===== src/rtl/i2f_pkg.sv =====
// Shared types and constants for the int32 to float32 converter.
`timescale 1ns / 1ps
package i2f_pkg;
  localparam int unsigned DataW = 32;
  localparam int unsigned FracW = 23;
  localparam int unsigned ExpW = 8;
  localparam int unsigned PosW = 5;
  localparam logic [ExpW-1:0] ExpBias = 8'd127;
  localparam logic [7:0] RoundHalf = 8'd128;

  // Sign and magnitude after the first stage
  typedef struct packed {
    logic             sign;
    logic [DataW-1:0] mag;
  } mag_t;

  // Normalized word after the shift stage
  typedef struct packed {
    logic             sign;
    logic             zero;
    logic [PosW-1:0]  top;
    logic [DataW-1:0] norm;
  } norm_t;
endpackage


===== src/rtl/int32_to_float32_convert.sv =====
// Top level: pipelined signed int32 to IEEE single converter.
`timescale 1ns / 1ps
// Converts a two's complement 32-bit integer to the nearest single-precision
// value, round to nearest, ties to even. Three register stages: negate,
// leading-one search with normalizing shift, then round and pack. One beat
// enters per cycle unless the output stalls, and a stall at the output holds
// every stage without loss. No reset sweep.
module int32_to_float32_convert (
  input  logic        clk_i,
  input  logic        rst_ni,
  input  logic        in_valid_i,
  output logic        in_ready_o,
  input  logic [31:0] integer_value_i,
  output logic        out_valid_o,
  input  logic        out_ready_i,
  output logic [31:0] float_bits_o
);
  logic s1_valid_q, s2_valid_q, s3_valid_q;
  logic s1_en, s2_en, s3_en;
  i2f_pkg::mag_t  s1_q, s1_d;
  i2f_pkg::norm_t s2_q, s2_d;
  logic [31:0] s3_q, s3_d;
  logic [4:0] top;

  // Stall chain: a stage moves when its successor can take it
  assign s3_en = !s3_valid_q || out_ready_i;
  assign s2_en = !s2_valid_q || s3_en;
  assign s1_en = !s1_valid_q || s2_en;
  assign in_ready_o = s1_en;

  // Stage 1: sign split and negate
  always_comb begin
    s1_d.sign = integer_value_i[31];
    s1_d.mag  = integer_value_i[31] ? (32'd0 - integer_value_i) : integer_value_i;
  end

  // Stage 2: find leading one and normalize
  i2f_lzc u_lzc (.word_i(s1_q.mag), .top_o(top));
  always_comb begin
    s2_d.sign = s1_q.sign;
    s2_d.zero = (s1_q.mag == 32'd0);
    s2_d.top  = top;
    s2_d.norm = s1_q.mag << (5'd31 - top);
  end

  // Stage 3: round to nearest even and pack
  always_comb begin
    logic [i2f_pkg::FracW-1:0] frac;
    logic [7:0]  low;
    logic        up;
    logic [23:0] sum;
    logic [7:0]  expo;
    frac = s2_q.norm[30:8];
    low  = s2_q.norm[7:0];
    up   = (low > i2f_pkg::RoundHalf) || (low == i2f_pkg::RoundHalf && frac[0]);
    sum  = {1'b0, frac} + {23'd0, up};
    expo = {3'd0, s2_q.top} + i2f_pkg::ExpBias + {7'd0, sum[23]};
    s3_d = s2_q.zero ? 32'd0 : {s2_q.sign, expo, sum[22:0]};
  end

  always_ff @(posedge clk_i or negedge rst_ni) begin
    if (!rst_ni) begin
      s1_valid_q <= 1'b0;
      s2_valid_q <= 1'b0;
      s3_valid_q <= 1'b0;
    end else begin
      if (s1_en) s1_valid_q <= in_valid_i;
      if (s2_en) s2_valid_q <= s1_valid_q;
      if (s3_en) s3_valid_q <= s2_valid_q;
    end
  end

  always_ff @(posedge clk_i) begin
    if (s1_en) s1_q <= s1_d;
    if (s2_en) s2_q <= s2_d;
    if (s3_en) s3_q <= s3_d;
  end

  assign out_valid_o  = s3_valid_q;
  assign float_bits_o = s3_q;

`ifndef SYNTHESIS
  // A stalled output beat keeps its value
  a_hold: assert property (@(posedge clk_i) disable iff (!rst_ni)
    out_valid_o && !out_ready_i |=> $stable(float_bits_o))
    else $error("output beat changed under stall");
  // An accepted beat reaches the output when the output is never stalled
  a_lat: assert property (@(posedge clk_i) disable iff (!rst_ni)
    in_valid_i && in_ready_o ##1 out_ready_i ##1 out_ready_i |=> out_valid_o)
    else $error("beat lost in pipeline");
  // Exponent never hits the infinity code
  a_exp: assert property (@(posedge clk_i) disable iff (!rst_ni)
    out_valid_o |-> float_bits_o[30:23] != 8'hff)
    else $error("exponent overflow");
`endif
endmodule


===== src/rtl/i2f_lzc.sv =====
// Leading-one position of a 32-bit word, found as a tree of small encoders.
`timescale 1ns / 1ps
module i2f_lzc (
  input  logic [31:0] word_i,
  output logic [4:0]  top_o
);
  logic [3:0] grp_hit;
  logic [2:0] grp_pos [4];
  logic [1:0] grp_sel;

  // Per-byte leading one
  always_comb begin
    for (int g = 0; g < 4; g++) begin
      grp_hit[g] = |word_i[g*8 +: 8];
      grp_pos[g] = 3'd0;
      for (int b = 0; b < 8; b++) begin
        if (word_i[g*8 + b]) grp_pos[g] = 3'(b);
      end
    end
  end

  // Highest byte with a one
  always_comb begin
    grp_sel = 2'd0;
    for (int g = 0; g < 4; g++) begin
      if (grp_hit[g]) grp_sel = 2'(g);
    end
  end

  assign top_o = {grp_sel, grp_pos[grp_sel]};
endmodule


===== config.mk =====
export PLATFORM = sky130hd
export DESIGN_NAME = int32_to_float32_convert
export DESIGN_NICKNAME = d
export VERILOG_FILES = /design/src/rtl/i2f_pkg.sv /design/src/rtl/int32_to_float32_convert.sv /design/src/rtl/i2f_lzc.sv
export SDC_FILE = /design/constraint.sdc
export NUM_CORES = 1
export LEC_CHECK = 0
export BUFFER_PORTS_ARGS = -buffer_cell sky130_fd_sc_hd__buf_4
export CORE_MARGIN = 2
export CORE_UTILIZATION = 25
export CTS_CLUSTER_SIZE = 14
export DETAILED_ROUTE_END_ITERATION = 10
export PLACE_DENSITY = 0.42
export SYNTH_ARGS = -nofsm -noshare
export SYNTH_HDL_FRONTEND = slang
export SYNTH_HIERARCHICAL = 1
export SYNTH_SLANG_ARGS = --single-unit

===== constraint.sdc =====
create_clock -name clk_i -period 3 [get_ports clk_i]
set_input_delay 0 -clock clk_i [delete_from_list [all_inputs] [get_ports clk_i]]
set_output_delay 0 -clock clk_i [all_outputs]
set_load 0.05 [all_outputs]

==> summary.txt, run 1 <==
run status: finished with violations
violations in the final reports: setup timing
Max Freq: 320 MHz
most common cell after layout, fill and taps aside: buf_4
global-route usage over all layers: 0.124
CTS tree: yes
number of placed instances, taps included: 1017
Final Skew: 0.0107 ns
top library cells by usage in the layout, fill and taps aside: 147 x buf_4, 103 x edfxtp_1, 58 x nor2_1
static leakage: 3.24 nW
Final Max Slew Viols: 0
least setup slack across all paths after layout: -0.123 ns
setup repair after global routing missed its margin: yes
clock insertion delay at the later pin of the skew report: 0.37 ns
cell count of the worst hold path: 3
mean area per synthesized cell: 11.6 um2
CP Data Arrival Time: 3.24 ns
Root Driver: clkbuf_16
library cells used by synthesis: 65
Nets: 777
worst setup path class: flop to flop
final WL: 17100 um
element type at the critical path end: flop
Hold/Removal Path Class: input port to flop
prevailing post-synth register cell: edfxtp_1
number of vias after detailed routing: 5155
critical path required time: 3.11 ns
CP Launch Type: flop
pin count of the biggest net entering global routing: 40
hold worst-path end: s1_q[1]
power density over the cells: 634 nW/um2
area overhead of the layout relative to synthesis: 35.3%
Post-synth EDFFs: 103
Yosys warnings: 6
number of standard cells in the layout, taps in and fillers out: 1076
Max-slew headroom: 0.425
fraction of the core area covered by cells at the end of the flow: 0.343
number of sinks driven by the clock tree: 106
Max H-tree Level: 3
Max clock buf depth: 2
cell depth of the worst flop-to-flop path: 10
CORE AREA: 25900 um2
count of state elements after synthesis: 106
number of fillers in the final layout: 2550
Die Y-Extent: 166 um
share of async-settable or async-resettable flops after synthesis: 0.0283
worst flop-to-flop path startpoint: s1_q[22]
detail-routed net length per standard cell: 15.9 um
Clock Pin Slew Worst Setup and Hold Paths: 0.09 ns
Final Hold Fails: 0
Register-to-Register Setup Slack: -0.12 ns
iteration-0 DRC count of the detailed router: 278
Die Area: 27600 um2
remaining antenna violation count: 0
post-placement worst setup slack: -0.173 ns
hold wc startpoint: integer_value_i[1]
number of iterations in the first detailed-routing pass: 4
final global-route overflow total: 0
final setup fails: 14
Die Width: 166 um
RePlAce Congestion: 0.816
Syn Nets: 608
number of global-route vias before repair: 5096
cts bufs inserted: 9
Tcrit/Tclk final: 1.04
count of inserted antenna diode cells: 0
wire length of the first global-routing pass: 27600 um
IO buf count: 69
CP Max Fanout: 7
worst reg2reg path endpoint: s2_q[30]
initial core utilization: 0.254
fraction of final layout cells sized beyond drive strength 1: 0.347
I/O pin cnt: 70
cells after synthesis: 567
VDD IR-drop max: 0.291 mV
worst hold slack: 0.0142 ns
DRC violations left: 0
post-detailed-placement half-perimeter wirelength: 13100 um
antenna violations before repair: 0
row cnt: 59
sequential share of the synthesized area: 0.482
Tightest Pin Transition: 0.860 ns
post-DR vias/cell: 4.79
Min Clock Period, post-route: 3.12 ns
count of max-cap constraint violations: 0
PnR Total Power: 0.00563 W
area of the mapped netlist: 6570 um2
Yosys cell counts (13+ instances only):
| master | n | area share |
|---|---|---|
| clkbuf_1 | 16 | 0.0091 |
| o21ai_0 | 16 | 0.012 |
| inv_1 | 16 | 0.0091 |
| mux4_2 | 28 | 0.096 |
| mux2_2 | 19 | 0.033 |
| nand2_1 | 36 | 0.021 |
| xnor2_1 | 38 | 0.051 |
| nor4_1 | 17 | 0.016 |
| nand3_1 | 14 | 0.011 |
| nor3_1 | 19 | 0.014 |
| nor2_1 | 63 | 0.036 |
| o31ai_1 | 13 | 0.015 |
| edfxtp_1 | 103 | 0.47 |
cell families after synthesis:
logic type	synth area share
AOI/OAI and AO/OA	0.101
xor gates and xnor gates	0.0573
adders and majority gates	0.00952
buffers and inverters	0.0284
DFF	0.482
muxes	0.142
and+or+nand+nor	0.179
per-stage QoR:
stage          TNS (ns)  instance area (um2)
2_1_floorplan    -0.324                 6620
3_3_place_gp     -0.767                 8030
3_5_place_dp     -0.945                 8030
4_1_cts           -1.02                 8720
5_1_grt           -4.05                 8890
6_report         -0.863                 8890
final cells by class:
class	count	area, um2	share of cell area
multi-input combinational	415	3390	0.381
sequential	106	3170	0.356
timing repair buffer	187	1560	0.175
tap	335	419	0.0471
clock buffer	9	225	0.0253
clock inverter	7	71.3	0.00802
inverter	17	63.8	0.00718
per-layer routing:
| metal | up-vias | wire length [um] | global-route usage |
|---|---|---|---|
| met5 | - | 0 | 0 |
| met4 | 0 | 159 | 0.0284 |
| met3 | 15 | 523 | 0.0219 |
| met2 | 103 | 8500 | 0.218 |
| met1 | 2490 | 7960 | 0.159 |
| li1 | 2547 | - | - |
flip-flops by register name, indices dropped and copies added, names as in the netlist:
register	count
s1_q	33
out_valid_o	1
s2_valid_q	1
float_bits_o	32
s2_q	38
s1_valid_q	1
worst max path at each step:
stage,startpoint,endpoint,slack [ns]
after floorplan,s1_q[22],s2_q[30],-0.11
final,s1_q[22],s2_q[30],-0.12
after global placement,s1_q[13],s2_q[30],-0.13
after global routing,s1_q[22],s2_q[30],-0.28
after CTS,s1_q[21],s2_q[30],-0.09
after detailed placement,s1_q[13],s2_q[30],-0.17
worst max-delay path, cell delays in order, from the launching register on:
cell and delay [ns]:
edfxtp_1 0.43, nor4_4 0.31, and3_4 0.24, nand3_4 0.08
and3b_2 0.23, o2bb2ai_4 0.22, buf_8 0.18, mux4_2 0.53
mux2_4 0.29, o2bb2ai_2 0.13, a211o_1 0.23
report_power, final:
part / switching, W / internal, W
clock: 0.000622 / 0.000588
sequential: 0.000209 / 0.00203
combinational: 0.00117 / 0.00102
what timing repair did:
action                                  in CTS  in global routing
hold endpoints to repair                    35                  0
endpoints found under the setup margin      18                 27
gates cloned                                 0                  1
hold buffers                                33                  0
gates resized for setup                     11                 28
pin swaps                                    7                 10
buffers inserted                             4                  5
Note: power is estimated with default switching activity, not from simulation.
==> inputs of run 2 (changes only) <==
--- a/config.mk
+++ b/config.mk
@@ -5,12 +5,14 @@
 export SDC_FILE = /design/constraint.sdc
 export NUM_CORES = 1
 export LEC_CHECK = 0
+export ABC_AREA = 1
 export BUFFER_PORTS_ARGS = -buffer_cell sky130_fd_sc_hd__buf_4
 export CORE_MARGIN = 2
 export CORE_UTILIZATION = 25
 export CTS_CLUSTER_SIZE = 14
 export DETAILED_ROUTE_END_ITERATION = 10
 export PLACE_DENSITY = 0.42
+export SLEW_MARGIN = 20
 export SYNTH_ARGS = -nofsm -noshare
 export SYNTH_HDL_FRONTEND = slang
 export SYNTH_HIERARCHICAL = 1
==> run 2 against run 1 <==
Effect of this change:
- the run ends with hold timing left
- register-to-register slack improved by 0.55 ns
- via count rose by 25%
- routed wire length rose by 20%
- sequential cell count did not move
- clock power fell by 9%
- synthesized area rose by 9.0%
- maximum frequency rose by 21%
- clock-buffer cell count rose by 3
- critical endpoint is now s2_q[18]
- largest cell class unchanged
- highest routed layer unchanged
==> summary.txt, run 2 <==
initial core utilization: 0.256 (+0.00216)
final global-route overflow total: 0 (unchanged)
most frequently used cell type in the post-synthesis netlist: nand2_1
cell types with the highest counts after synthesis: 297 x nand2_1, 165 x nand3_1, 109 x nor2_1, 103 x edfxtp_1, 78 x inv_1
Crit path largest cell delay: 0.46 ns (-0.07 ns)
Max clock buf depth: 2 (unchanged)
top library cells by usage in the layout, fill and taps aside: 296 x nand2_1, 165 x nand3_1, 109 x nor2_1
slowest library cell on the worst path: edfxtp_1
Die Y-Extent: 173 um (+4.3%)
count of max-cap constraint violations: 0 (unchanged)
Die Area: 30000 um2 (+8.8%)
worst hold slack: -0.00255 ns (-0.0167 ns)
Tcrit/Tclk final: 0.858 (-0.183)
remaining antenna violation count: 0 (unchanged)
detail-routed net length per standard cell: 14.3 um (-10%)
share of async-settable or async-resettable flops after synthesis: 0.0283 (unchanged)
Final Skew: 0.0110 ns (+0.000244 ns)
global-route usage over all layers: 0.139 (+0.0153)
static leakage: 3.74 nW (+16%)
area of the mapped netlist: 7160 um2 (+9.0%)
cts bufs inserted: 9 (unchanged)
area overhead of the layout relative to synthesis: 20.4%
clock insertion delay at the later pin of the skew report: 0.36 ns (about the same)
max reg flops: 38 (unchanged)
Max Freq: 388 MHz (+21%)
CTS Hold Buffers Added: 27 (-18%)
iteration-0 DRC count of the detailed router: 436 (+57%)
library cells used by synthesis: 40 (-38%)
least setup slack across all paths after layout: 0.425 ns (+0.548 ns)
CTS tree: yes
count of state elements after synthesis: 106 (unchanged)
CP Launch Type: flop
Clock Pin Slew Worst Setup and Hold Paths: 0.07 ns (-0.02 ns)
element type at the critical path end: flop
worst-path cell chain: inv_2 > nand2_1 > nor2_4 > nand2_2 > a21oi_2 > nand2_1 > nand3_1 > nand2_1 > inv_1 > buf_12 > nand3_1 > nand3_1 > nand3_1 > nand3_1 > o21ai_0
cell accounting for the most synthesized area: edfxtp_1
Max H-tree Level: 3 (unchanged)
cells after synthesis: 969 (+71%)
critical path required time: 3.09 ns (-0.02 ns)
DRC violations left: 0 (unchanged)
post-placement worst setup slack: 0.410 ns (+0.583 ns)
Die Width: 173 um (+4.3%)
Post-synth EDFFs: 103 (unchanged)
pin count of the biggest net entering global routing: 39 (-2.5%)
CORE AREA: 28000 um2 (+8.1%)
fraction of final layout cells sized beyond drive strength 1: 0.139 (-0.208)
row cnt: 61 (+3.4%)
violations in the final reports: hold timing
number of global-route vias before repair: 6303 (+24%)
Max-slew headroom: 0.450 (+0.0248)
CP dominant cell by count: nand3_1
wire length of the first global-routing pass: 33300 um (+21%)
Min Clock Period, post-route: 2.57 ns (-0.548 ns)
post-cts gate resize count: 0 (-11)
mean area per synthesized cell: 7.39 um2 (-36%)
worst setup path class: flop to flop
Syn Nets: 1010 (+66%)
antenna violations before repair: 0 (unchanged)
setup repair after global routing missed its margin: no
I/O pin cnt: 70 (unchanged)
post-detailed-placement half-perimeter wirelength: 15800 um (+21%)
IO buf count: 69 (unchanged)
run status: finished with violations
Final Max Slew Viols: 0 (unchanged)
number of setup buffers added after CTS: 0 (-4)
most common cell after layout, fill and taps aside: nand2_1
portion of synthesized cell area occupied by the leading cell type: 0.432 (-0.0390)
VDD IR-drop max: 0.249 mV (-15%)
fraction of the core area covered by cells at the end of the flow: 0.308 (-0.0352)
total negative setup slack: 0 ns (+0.863 ns)
power density over the cells: 603 nW/um2 (-4.8%)
CP Max Fanout: 17 (+10)
post-DR vias/cell: 4.49 (-6.3%)
number of vias after detailed routing: 6447 (+25%)
RePlAce Congestion: 0.862 (+5.7%)
sequential share of the synthesized area: 0.442 (-0.0399)
Yosys warnings: 6 (unchanged)
number of fillers in the final layout: 3038 (+19%)
Nets: 1094 (+41%)
final WL: 20500 um (+20%)
count of inserted antenna diode cells: 0 (unchanged)
Hold/Removal Path Class: input port to flop
cells taking the most area after synthesis: edfxtp_1 43%, nand2_1 16%, nand3_1 12%
prevailing post-synth register cell: edfxtp_1
Final Hold Fails: 1 (+1)
number of iterations in the first detailed-routing pass: 5 (+1)
CP Data Arrival Time: 2.66 ns (-0.58 ns)
number of sinks driven by the clock tree: 106 (unchanged)
register containing the most flip-flops in the final layout: s2_q
Tightest Pin Transition: 0.823 ns (-0.0369 ns)
Root Driver: clkbuf_16
final setup fails: 0 (-14)
-- run 2: cell count changes after synthesis, sizes merged, moves of 11 or more --
cell | previous run | this run
inv | 16 | 90
xnor2 | 38 | 9
nand2 | 36 | 309
o41ai | 12 | 0
nor2 | 63 | 124
nand3 | 15 | 168
o21ai | 16 | 35
mux2 | 19 | 0
mux4 | 28 | 0
o31ai | 13 | 0
or4 | 11 | 0
-- run 2: metrics by stage --
step           cells  instance area [um2]  power [W]  hold WS [ns]
3_3_place_gp    1393                 8090    0.00414        -0.208
3_5_place_dp    1393                 8090    0.00412        -0.208
6_report        1436                 8620    0.00520      -0.00255
2_1_floorplan    969                 7170    0.00352        -0.296
5_1_grt         1436                 8620    0.00555        0.0110
4_1_cts         1436                 8620    0.00527       0.00769
-- run 2: metal layers --
metal / global-route usage / wire (um)
met3: 0.0193 / 509
met5: 0 / 0
met1: 0.179 / 9590
met4: 0.0445 / 347
met2: 0.241 / 10100
-- run 2: worst max-delay path, delay by kind of cell (launching register included) --
family / cells / cell delay (ns)
DFF: 1 / 0.46
buffers and inverters: 3 / 0.53
AOI/OAI and AO/OA: 2 / 0.33
and+or+nand+nor: 10 / 1.00
-- run 2: final cells by class --
cell class	count	area [um2]	area share
flip-flops and latches	106	3170	0.367
clock inverters	4	28.8	0.00334
clock buffers	12	236	0.0274
multi-input cells	735	3470	0.403
well taps	378	473	0.0548
inverters	92	348	0.0403
repair buffers	109	898	0.104
-- run 2: worst paths after layout --
check                                         start          to  cells after the start  slack, ns
worst max-delay path                       s1_q[14]    s2_q[18]                     15       0.43
max in group asynchronous                    rst_ni  s2_valid_q                      3       2.34
worst max register to register             s1_q[14]    s2_q[18]                     15       0.43
worst min register to register             s1_q[32]    s2_q[38]                      0       0.42
worst min-delay path            integer_value_i[26]    s1_q[26]                      3     -0.003
min in group asynchronous                    rst_ni  s1_valid_q                      3       0.52
-- run 2: cells by family (layout without fill, tap and decap cells) --
group / Yosys count / count (layout) / share of synthesized area
and+or+nand+nor: 644 / 644 / 0.400
buffers and inverters: 128 / 217 / 0.0735
AOI/OAI and AO/OA: 63 / 63 / 0.0473
DFF: 106 / 106 / 0.442
adders and majority gates: 5 / 5 / 0.00873
xor gates and xnor gates: 23 / 23 / 0.0281
-- run 2: power breakdown --
part           leakage [nW]  switching [W]  internal, W  total [W]
Sequential             1.08       0.000224      0.00202    0.00224
Combinational          2.53        0.00127     0.000586    0.00186
Clock                 0.124       0.000538     0.000565    0.00110
